`src/design/pcapd_pkg.sv`:
```
// Shared types, constants and byte-order helpers of the PCAP stream deframer.
package pcapd_pkg;

    // Magic numbers as read in little-endian order from the first four bytes.
    localparam logic [31:0] MAGIC_US     = 32'hA1B2C3D4;
    localparam logic [31:0] MAGIC_NS     = 32'hA1B23C4D;
    localparam logic [31:0] MAGIC_US_REV = 32'hD4C3B2A1;
    localparam logic [31:0] MAGIC_NS_REV = 32'h4D3CB2A1;
    localparam logic [31:0] MAGIC_PCAPNG = 32'h0A0D0D0A;

    // Header geometry.
    localparam int unsigned HDR_BYTES     = 24;
    localparam int unsigned IDX_W         = $clog2(HDR_BYTES);
    localparam logic [IDX_W-1:0] FILE_HDR_LAST = IDX_W'(HDR_BYTES - 1);
    localparam logic [IDX_W-1:0] PKT_HDR_LAST  = IDX_W'(15);

    // Timestamp scaling.
    localparam logic [29:0] NS_PER_SEC = 30'd1000000000;
    localparam logic [9:0]  NS_PER_US  = 10'd1000;
    localparam int unsigned SEC_NS_W   = 62;
    localparam int unsigned FRAC_NS_W  = 42;

    // Link type keeps the low 16 bits only.
    localparam logic [31:0] LINK_MASK = 32'h0000FFFF;

    // Result kinds.
    typedef enum logic [1:0] {
        KIND_FILE_HDR = 2'd0,
        KIND_PKT_HDR  = 2'd1,
        KIND_PAYLOAD  = 2'd2,
        KIND_ERROR    = 2'd3
    } t_kind;

    // Error codes.
    typedef enum logic [2:0] {
        ERR_NONE      = 3'd0,
        ERR_BAD_MAGIC = 3'd1,
        ERR_PCAPNG    = 3'd2,
        ERR_SHORT_HDR = 3'd3,
        ERR_TRUNCATED = 3'd4
    } t_err;

    // One input request.
    typedef struct packed {
        logic [7:0] data_byte;
        logic       end_of_stream;
    } t_in_item;

    // One result request.
    typedef struct packed {
        t_kind        kind;
        logic [31:0]  magic_value;
        logic [15:0]  ver_major;
        logic [15:0]  ver_minor;
        logic [31:0]  snap_length;
        logic [15:0]  link_type;
        logic [63:0]  timestamp_ns;
        logic [31:0]  captured_length;
        logic [31:0]  original_length;
        logic [7:0]   payload_byte;
        logic         last_byte;
        t_err         error_code;
    } t_out_item;

    // Assemble a 32-bit word from four consecutive stream bytes.
    function automatic logic [31:0] rd32(input logic [7:0] b0, input logic [7:0] b1,
                                         input logic [7:0] b2, input logic [7:0] b3,
                                         input logic sw);
        return sw ? {b0, b1, b2, b3} : {b3, b2, b1, b0};
    endfunction

    // Assemble a 16-bit word from two consecutive stream bytes.
    function automatic logic [15:0] rd16(input logic [7:0] b0, input logic [7:0] b1,
                                         input logic sw);
        return sw ? {b0, b1} : {b1, b0};
    endfunction

endpackage

```
`src/design/pcap_stream_deframer.sv`:
```
// Top level of the PCAP stream deframer: header parsing, payload framing and result output.
//
// The deframer takes one capture byte per clock cycle while o_in_ready is high and gives
// at most one result per byte: a file header report (when enabled), a packet header, a
// payload byte or an error. The result for an accepted byte goes to the result register,
// or to a one-entry skid stage while the output is stalled; the skid lets input continue
// for one more result-bearing byte, and o_in_ready drops only while that entry is occupied.
// The packet timestamp is scaled by registered multipliers that work on the stored seconds
// and fraction while the rest of the packet header streams in, so the final step is one
// 64-bit add. After an error or an end of stream the block drops all further input without
// results until reset.
module pcap_stream_deframer
    import pcapd_pkg::*;
(
    input  logic      i_clk,
    input  logic      i_rst_n,
    input  logic      i_cfg_valid,
    input  logic      i_cfg_emit_file_headers,
    output logic      o_cfg_ready,
    input  logic      i_in_valid,
    input  t_in_item  i_in,
    output logic      o_in_ready,
    output logic      o_out_valid,
    output t_out_item o_out,
    input  logic      i_out_ready
);

    typedef enum logic [1:0] {
        PH_FILE,
        PH_PKT,
        PH_NEWFILE,
        PH_PAYLOAD
    } t_phase;

    t_phase              r_phase, n_phase;
    logic [IDX_W-1:0]    r_byte_index, n_byte_index;
    logic                r_swap, n_swap;
    logic                r_nano, n_nano;
    logic [15:0]         r_link, n_link;
    logic [31:0]         r_remaining, n_remaining;
    logic                r_halted, n_halted;
    logic                r_emit;
    logic [7:0]          r_store [HDR_BYTES];

    logic [7:0]          view [HDR_BYTES];
    logic                in_acc;
    logic                push_ready;
    logic                res_valid;
    t_out_item           res;
    logic                store_we;
    logic                do_take;
    logic                take_sw;
    logic [31:0]         raw_magic;
    logic [31:0]         take_magic;
    logic [15:0]         take_link;
    logic [31:0]         cap_len;
    logic [SEC_NS_W-1:0]  sec_ns;
    logic [FRAC_NS_W-1:0] frac_ns;

    assign o_cfg_ready = 1'b1;
    assign o_in_ready  = push_ready;
    assign in_acc      = i_in_valid && push_ready;

    // Header bytes with the byte now arriving merged in at its slot.
    always_comb begin
        for (int k = 0; k < HDR_BYTES; k++) begin
            view[k] = (r_byte_index == IDX_W'(k)) ? i_in.data_byte : r_store[k];
        end
    end

    assign raw_magic  = rd32(view[0], view[1], view[2], view[3], 1'b0);
    assign take_magic = rd32(view[0], view[1], view[2], view[3], take_sw);
    assign take_link  = 16'(rd32(view[20], view[21], view[22], view[23], take_sw) & LINK_MASK);
    assign cap_len    = rd32(view[8], view[9], view[10], view[11], r_swap);

    // Timestamp products from the stored seconds and fraction.
    pcapd_ts_mult u_ts_mult (
        .i_clk     (i_clk),
        .i_secs    (rd32(r_store[0], r_store[1], r_store[2], r_store[3], r_swap)),
        .i_frac    (rd32(r_store[4], r_store[5], r_store[6], r_store[7], r_swap)),
        .i_nano    (r_nano),
        .o_sec_ns  (sec_ns),
        .o_frac_ns (frac_ns)
    );

    // Parser: next state and the result for the accepted byte.
    always_comb begin
        n_phase      = r_phase;
        n_byte_index = r_byte_index;
        n_swap       = r_swap;
        n_nano       = r_nano;
        n_link       = r_link;
        n_remaining  = r_remaining;
        n_halted     = r_halted;
        res_valid    = 1'b0;
        res          = '0;
        store_we     = 1'b0;
        do_take      = 1'b0;
        take_sw      = 1'b0;

        if (in_acc && !r_halted) begin
            if (i_in.end_of_stream) begin
                n_halted = 1'b1;
                if (r_phase == PH_PAYLOAD && r_remaining != '0) begin
                    res_valid      = 1'b1;
                    res.kind       = KIND_ERROR;
                    res.error_code = ERR_TRUNCATED;
                end else if (!(r_phase == PH_PKT && r_byte_index == '0)) begin
                    res_valid      = 1'b1;
                    res.kind       = KIND_ERROR;
                    res.error_code = ERR_SHORT_HDR;
                end
            end else if (r_phase == PH_PAYLOAD) begin
                res_valid        = 1'b1;
                res.kind         = KIND_PAYLOAD;
                res.payload_byte = i_in.data_byte;
                res.last_byte    = (r_remaining == 32'd1);
                if (r_remaining <= 32'd1) begin
                    n_remaining  = '0;
                    n_phase      = PH_PKT;
                    n_byte_index = '0;
                end else begin
                    n_remaining = r_remaining - 32'd1;
                end
            end else begin
                store_we     = 1'b1;
                n_byte_index = r_byte_index + IDX_W'(1);
                case (r_phase)
                    PH_FILE: begin
                        if (r_byte_index == FILE_HDR_LAST) begin
                            if (raw_magic == MAGIC_PCAPNG) begin
                                n_halted       = 1'b1;
                                res_valid      = 1'b1;
                                res.kind       = KIND_ERROR;
                                res.error_code = ERR_PCAPNG;
                            end else if (raw_magic == MAGIC_US || raw_magic == MAGIC_NS) begin
                                do_take = 1'b1;
                            end else if (raw_magic == MAGIC_US_REV ||
                                         raw_magic == MAGIC_NS_REV) begin
                                do_take = 1'b1;
                                take_sw = 1'b1;
                            end else begin
                                n_halted       = 1'b1;
                                res_valid      = 1'b1;
                                res.kind       = KIND_ERROR;
                                res.error_code = ERR_BAD_MAGIC;
                            end
                        end
                    end
                    PH_NEWFILE: begin
                        if (r_byte_index == FILE_HDR_LAST) begin
                            do_take = 1'b1;
                            take_sw = (raw_magic == MAGIC_US_REV ||
                                       raw_magic == MAGIC_NS_REV);
                        end
                    end
                    PH_PKT: begin
                        if (r_byte_index == PKT_HDR_LAST) begin
                            if (raw_magic == MAGIC_US || raw_magic == MAGIC_NS ||
                                raw_magic == MAGIC_US_REV || raw_magic == MAGIC_NS_REV) begin
                                // A magic in place of a packet header opens a new trace.
                                n_phase = PH_NEWFILE;
                            end else begin
                                res_valid           = 1'b1;
                                res.kind            = KIND_PKT_HDR;
                                res.link_type       = r_link;
                                res.timestamp_ns    = 64'(sec_ns) + 64'(frac_ns);
                                res.captured_length = cap_len;
                                res.original_length = rd32(view[12], view[13], view[14],
                                                           view[15], r_swap);
                                n_byte_index        = '0;
                                n_remaining         = cap_len;
                                n_phase             = (cap_len != '0) ? PH_PAYLOAD : PH_PKT;
                            end
                        end
                    end
                    default: begin
                    end
                endcase

                // Accept a complete file header: byte order, timestamp mode, link type.
                if (do_take) begin
                    n_swap       = take_sw;
                    n_nano       = (take_magic == MAGIC_NS);
                    n_link       = take_link;
                    n_phase      = PH_PKT;
                    n_byte_index = '0;
                    if (r_emit) begin
                        res_valid       = 1'b1;
                        res.kind        = KIND_FILE_HDR;
                        res.magic_value = take_magic;
                        res.ver_major   = rd16(view[4], view[5], take_sw);
                        res.ver_minor   = rd16(view[6], view[7], take_sw);
                        res.snap_length = rd32(view[16], view[17], view[18], view[19],
                                               take_sw);
                        res.link_type   = take_link;
                    end
                end
            end
        end
    end

    // Parser state and configuration register.
    always_ff @(posedge i_clk) begin
        if (!i_rst_n) begin
            r_phase      <= PH_FILE;
            r_byte_index <= '0;
            r_swap       <= 1'b0;
            r_nano       <= 1'b0;
            r_link       <= '0;
            r_remaining  <= '0;
            r_halted     <= 1'b0;
            r_emit       <= 1'b0;
        end else begin
            r_phase      <= n_phase;
            r_byte_index <= n_byte_index;
            r_swap       <= n_swap;
            r_nano       <= n_nano;
            r_link       <= n_link;
            r_remaining  <= n_remaining;
            r_halted     <= n_halted;
            if (i_cfg_valid) begin
                r_emit <= i_cfg_emit_file_headers;
            end
        end
    end

    // Header byte store.
    always_ff @(posedge i_clk) begin
        if (store_we) begin
            r_store[r_byte_index] <= i_in.data_byte;
        end
    end

    // Result register and skid stage.
    pcapd_out_skid u_out_skid (
        .i_clk        (i_clk),
        .i_rst_n      (i_rst_n),
        .i_push_valid (res_valid),
        .i_push       (res),
        .o_push_ready (push_ready),
        .o_out_valid  (o_out_valid),
        .o_out        (o_out),
        .i_out_ready  (i_out_ready)
    );

endmodule

```
`src/design/pcapd_ts_mult.sv`:
```
// Timestamp scaling: seconds and fraction of the stored packet header to nanoseconds.
module pcapd_ts_mult
    import pcapd_pkg::*;
(
    input  logic                 i_clk,
    input  logic [31:0]          i_secs,
    input  logic [31:0]          i_frac,
    input  logic                 i_nano,
    output logic [SEC_NS_W-1:0]  o_sec_ns,
    output logic [FRAC_NS_W-1:0] o_frac_ns
);

    logic [SEC_NS_W-1:0]  r_sec_ns;
    logic [FRAC_NS_W-1:0] r_frac_ns;
    logic [SEC_NS_W-1:0]  n_sec_ns;
    logic [FRAC_NS_W-1:0] n_frac_ns;

    // Products follow the stored header bytes; they settle long before
    // the last header byte arrives.
    always_comb begin
        n_sec_ns  = SEC_NS_W'(i_secs) * SEC_NS_W'(NS_PER_SEC);
        n_frac_ns = i_nano ? FRAC_NS_W'(i_frac)
                           : FRAC_NS_W'(i_frac) * FRAC_NS_W'(NS_PER_US);
    end

    always_ff @(posedge i_clk) begin
        r_sec_ns  <= n_sec_ns;
        r_frac_ns <= n_frac_ns;
    end

    assign o_sec_ns  = r_sec_ns;
    assign o_frac_ns = r_frac_ns;

endmodule

```
`src/design/pcapd_out_skid.sv`:
```
// Result register with a skid stage, decoupling the input side from the output stall.
module pcapd_out_skid
    import pcapd_pkg::*;
(
    input  logic      i_clk,
    input  logic      i_rst_n,
    input  logic      i_push_valid,
    input  t_out_item i_push,
    output logic      o_push_ready,
    output logic      o_out_valid,
    output t_out_item o_out,
    input  logic      i_out_ready
);

    logic      r_out_valid;
    t_out_item r_out;
    logic      r_skid_valid;
    t_out_item r_skid;

    assign o_push_ready = !r_skid_valid;

    // Control: the output register refills from the skid first, then from a new request.
    always_ff @(posedge i_clk) begin
        if (!i_rst_n) begin
            r_out_valid  <= 1'b0;
            r_skid_valid <= 1'b0;
        end else begin
            if (!r_out_valid || i_out_ready) begin
                if (r_skid_valid) begin
                    r_out_valid  <= 1'b1;
                    r_skid_valid <= 1'b0;
                end else begin
                    r_out_valid <= i_push_valid;
                end
            end else if (i_push_valid) begin
                r_skid_valid <= 1'b1;
            end
        end
    end

    // Payload registers.
    always_ff @(posedge i_clk) begin
        if (!r_out_valid || i_out_ready) begin
            if (r_skid_valid) begin
                r_out <= r_skid;
            end else if (i_push_valid) begin
                r_out <= i_push;
            end
        end else if (i_push_valid) begin
            r_skid <= i_push;
        end
    end

    assign o_out_valid = r_out_valid;
    assign o_out       = r_out;

endmodule
```
`config.mk`:
```
export PLATFORM = sky130hd
export DESIGN_NAME = pcap_stream_deframer
export DESIGN_NICKNAME = d
export VERILOG_FILES = /design/src/design/pcapd_pkg.sv /design/src/design/pcap_stream_deframer.sv /design/src/design/pcapd_ts_mult.sv /design/src/design/pcapd_out_skid.sv
export SDC_FILE = /design/constraint.sdc
export NUM_CORES = 2
export LEC_CHECK = 0
export BUFFER_PORTS_ARGS = -buffer_cell sky130_fd_sc_hd__buf_4
export CORE_MARGIN = 5
export CORE_UTILIZATION = 40
export CTS_CLUSTER_DIAMETER = 40
export DETAILED_ROUTE_END_ITERATION = 10
export PLACE_DENSITY = 0.6
export SLEW_MARGIN = 30
export SYNTH_ARGS = -nofsm -noshare
export SYNTH_HDL_FRONTEND = slang
export SYNTH_SLANG_ARGS = --single-unit
```
`constraint.sdc`:
```
create_clock -name i_clk -period 19.5 [get_ports i_clk]
set_clock_uncertainty 0.1 [all_clocks]
set_input_delay 0.975 -clock i_clk [delete_from_list [all_inputs] [get_ports i_clk]]
set_output_delay 0.975 -clock i_clk [all_outputs]
set_load 0.01 [all_outputs]
```
==> results list <==
* Run status: finished, final reports clean
- Instance count along the most critical hold path: 2
- The clock network burns ~36% of the power.
- Clock latency on the worst-skew pair, taken at its later pin, is 0.74 ns.
* Critical register-to-register path startpoint: r_swap
- The post-route netlist has 13.63% of its cells at a drive strength greater than 1.
* Power density over cell area: 102.5 mW/mm^2
- First-pass detailed-route iteration total: 5
* Crit Path Category: reg2reg
* Area of the multi-input gates: approximately 0.028 sq mm
* Initial antenna violation count: 3
- Largest cells by area after synthesis: sky130_fd_sc_hd__edfxtp_1, sky130_fd_sc_hd__fa_1, sky130_fd_sc_hd__ha_1
* Clock tree from TritonCTS: done
- The detail route stage leaves a number of antenna-violating nets equal to 0.
- Final Cycle Share: 48.62%
- Floorplan die area: approximately 0.15 sq mm
- Library cell contributing the largest single delay on the critical path: sky130_fd_sc_hd__buf_4
* Post-synthesis net count: 5698
- For this run the aggregate overflow at the end of global routing stands at 0.
- Max-Cap Viols: 0
- Worst vdd ir: 0.1052 mV
* Synth cell types: 83
- Mean area per synthesized cell: 11.44 sq um
- Part of the total power dissipated in combinational logic: 32.6%
- Based on the critical path, the design can be clocked at up to 105.5 MHz.
- Vias in the first global route: 37423
* CP required: between 20 and 25 ns
- Synthesis inferred 838 register bits.
- Setup repair after global routing left no endpoint under its margin.
- In the routed design, unresolved DRC markers number 0.
- Once layout is complete, the utilization of the core stands at 46.39%.
- Starting utilization of the core area: 40.35%
* Detailed-route vias per instance: 5.188
- Pin placement for this block handled 272 I/O pins.
* Worst-path fanout max: 60
- Filler cells: around 13000
- The final count of hold timing violations came to 0.
- Largest net degree at the start of global routing: 111
- Setup slack of the worst register-to-register path: around 10 ns
- The sequential cells in the finished layout cover a total of between 0.02 and 0.025 sq mm.
- In this run the tool buffered the top-level ports with about 270 buffer cells.
- Gate Count Post-Synth: approximately 4900
- Total setup buffers inserted after CTS: 0
- Y dimension of the die: ~380 um
- Row generation in the floorplan step produced 136 rows.
* Count of buffer and inverter cells on the critical path: 7
- Critical path's largest stage delay: 0.72 ns
- Type of the tightest min-delay check: reg2reg
* Most used cell along the critical path: sky130_fd_sc_hd__fa_1
- For this block, the initial DRC count from the detailed router was 2347.
- Number of cells on the worst reg-to-reg path: 25
- For hold timing, the worst endpoint is r_remaining[29].
- The synthesized design spends more area on one cell type than any other, namely sky130_fd_sc_hd__edfxtp_1.
- The number of antenna diodes in the final layout is 0.
* Register area share after synthesis: a little over two fifths
- In this run the number of H-tree levels came out at 3.
- During synthesis, Yosys emitted a total of 0 warnings.
- Registers are responsible for 31.9% of the overall power.
- The region available for standard cell placement spans 0.1378 sq mm.
- Across every metal layer, demand over resource in global routing totals between 10% and 20%.
* Most used DFF post-synth: sky130_fd_sc_hd__edfxtp_1
* Critical R2R Capture: u_ts_mult.o_sec_ns[60]
* Clock-pin slew reported for the worst setup and hold paths after clock tree synthesis: 0.06 ns
- Power after layout: 6554 uW
* RD Place Congestion: between 0.9 and 1
- Portion of synthesized cell area occupied by the leading cell type: a little under two fifths
- Cell area after technology mapping: 0.05561 sq mm
- The internal power of the cells totals 4339 uW.
- The worst pin sits at a relative slew slack of 33.93%.
* Worst Min Path Start: r_remaining[29]
* Final routed wire length divided by cell count: between 20 and 25 um
- Async S/R FF share, synth: 0%
- STA classifies the critical path endpoint as a flip-flop.
- After legalization and detailed placement, the total HPWL measured 107.4 mm.
* LEAKAGE: between 0.02 and 0.03 uW
- Final Slew Violations: 0
- Total Nets Final: between 5000 and 6000
* Clock Sinks: 838
- Number of gates given a new drive strength after cts: 0
- Endpoint arrival time on the critical path: around 10 ns
* Area growth from synthesis to layout: 14.98%
- Post-synth top cells: sky130_fd_sc_hd__inv_1, sky130_fd_sc_hd__edfxtp_1, sky130_fd_sc_hd__fa_1
- Setup violations, final: 0
- For the final routed database, the setup TNS stands at 0 ns.
* Routed wire length: 143.2 mm
* Shortest clock period the worst path allows after layout: 9.481 ns
- Switching share of total power: 33.80%
- Net switching power of the design: 2215 uW
- For this design, the CTS-stage hold fixing added 0 buffers.
* Tightest Pin Transition: approximately 0.98 ns
- Die width: 382.9 um
- Via count: 36375
* Global-route wire length before repair: 224.0 mm
* Maximum buffer depth of the clock tree: 3
- Type of element launching the critical path: flip-flop
* Most frequent cell after synthesis: sky130_fd_sc_hd__inv_1
- Number of enable flip-flop cells after synthesis: 682
* CTS Buf Count: 120
- The tree is rooted in a sky130_fd_sc_hd__clkbuf_16.
- The cell family contributing the most delay on the critical path is adder cells.
-- area by class of cell --
type | instances | area share (%)
Multi-Input combinational cell | 3063 | 44.47
Sequential cell | 838 | 36.93
Clock buffer | 138 | 4.959
Inverter | 778 | 4.567
Timing Repair Buffer | 308 | 3.648
Tap cell | 1794 | 3.511
Clock inverter | 92 | 1.924
-- routing by layer --
metal,share of wire [%],track usage (%),up-vias
li1,-,-,17238
met1,46,27.47,18007
met2,46,31.19,904
met3,5.2,3.006,226
met4,2.7,5.695,0
met5,0,0,-
-- how the worst max path moves through the flow --
stage	from	to	cells past startpoint
2_1_floorplan	r_byte_index[0]	u_out_skid.o_out[0]	12
3_3_place_gp	r_swap	u_ts_mult.o_sec_ns[59]	26
3_5_place_dp	r_swap	u_ts_mult.o_sec_ns[60]	24
4_1_cts	r_swap	u_ts_mult.o_sec_ns[60]	24
5_1_grt	r_swap	u_ts_mult.o_sec_ns[60]	25
6_report	r_swap	u_ts_mult.o_sec_ns[60]	25
-- logic make-up (layout without fill, tap and decap cells) --
group	Yosys count	after routing	share of synthesized area, %
adders and majority gates	822	822	24.31
other	2	2	0.01350
and+or+nand+nor	945	945	8.197
AOI/OAI and AO/OA	895	895	11.29
buffers and inverters	960	1316	6.662
muxes	271	271	5.062
xor gates and xnor gates	128	128	2.016
DFF	838	838	42.44
-- cells in the final DEF (no fill, tap or decap), types with 153 or more instances in the layout --
master | synthesis | final
sky130_fd_sc_hd__inv_1 | 778 | 778
sky130_fd_sc_hd__a21o_1 | 252 | 252
sky130_fd_sc_hd__edfxtp_1 | 682 | 682
sky130_fd_sc_hd__dfxtp_1 | 156 | 153
sky130_fd_sc_hd__nand2_1 | 220 | 219
sky130_fd_sc_hd__fa_1 | 431 | 431
sky130_fd_sc_hd__mux2i_1 | 189 | 182
sky130_fd_sc_hd__buf_4 | 4 | 305
sky130_fd_sc_hd__ha_1 | 391 | 391
sky130_fd_sc_hd__a21oi_1 | 173 | 173
sky130_fd_sc_hd__nor2_1 | 315 | 312
-- through the flow --
step                cells  setup slack (ns)  hold WS [ns]  cell area (sq um)
finish               7011             10.02        0.3589              63940
global route         7011             9.572        0.3903              63940
CTS                  7010             9.899        0.3540              63900
detailed placement   6780             9.943        0.3480              59500
global placement     6780             10.10        0.3356              59440
floorplan            4861             5.194        0.3246              55610
-- tightest hold or removal path, cell delays in order, from the launching register on --
cell and delay, ns:
sky130_fd_sc_hd__dfxtp_1 0.31, sky130_fd_sc_hd__nand3_1 0.06, sky130_fd_sc_hd__nand2_1 0.04
-- power by group through the flow --
stage                     clock (uW)  combinational (uW)  sequential (uW)
after global placement             0                2130             2130
after detailed placement           0                2120             2130
after floorplan                    0                1540             2120
after CTS                       2370                2150             2100
final                           2330                2140             2090
after global routing            2460                2420             2100
-- sequential cells by signal, indices dropped and copies added (netlist names) --
| register | flops |
|---|---|
| u_out_skid.o_out | 253 |
| u_out_skid.r_skid | 253 |
| r_store | 176 |
| u_ts_mult.o_sec_ns | 53 |
| u_ts_mult.o_frac_ns | 42 |
| r_remaining | 32 |
| r_link | 16 |
| r_byte_index | 5 |
| r_phase | 2 |
| r_emit | 1 |
| r_halted | 1 |
| r_nano | 1 |
| r_swap | 1 |
| u_out_skid.o_out_valid | 1 |
| u_out_skid.r_skid_valid | 1 |
No activity file was read; power rests on OpenSTA's default activity.
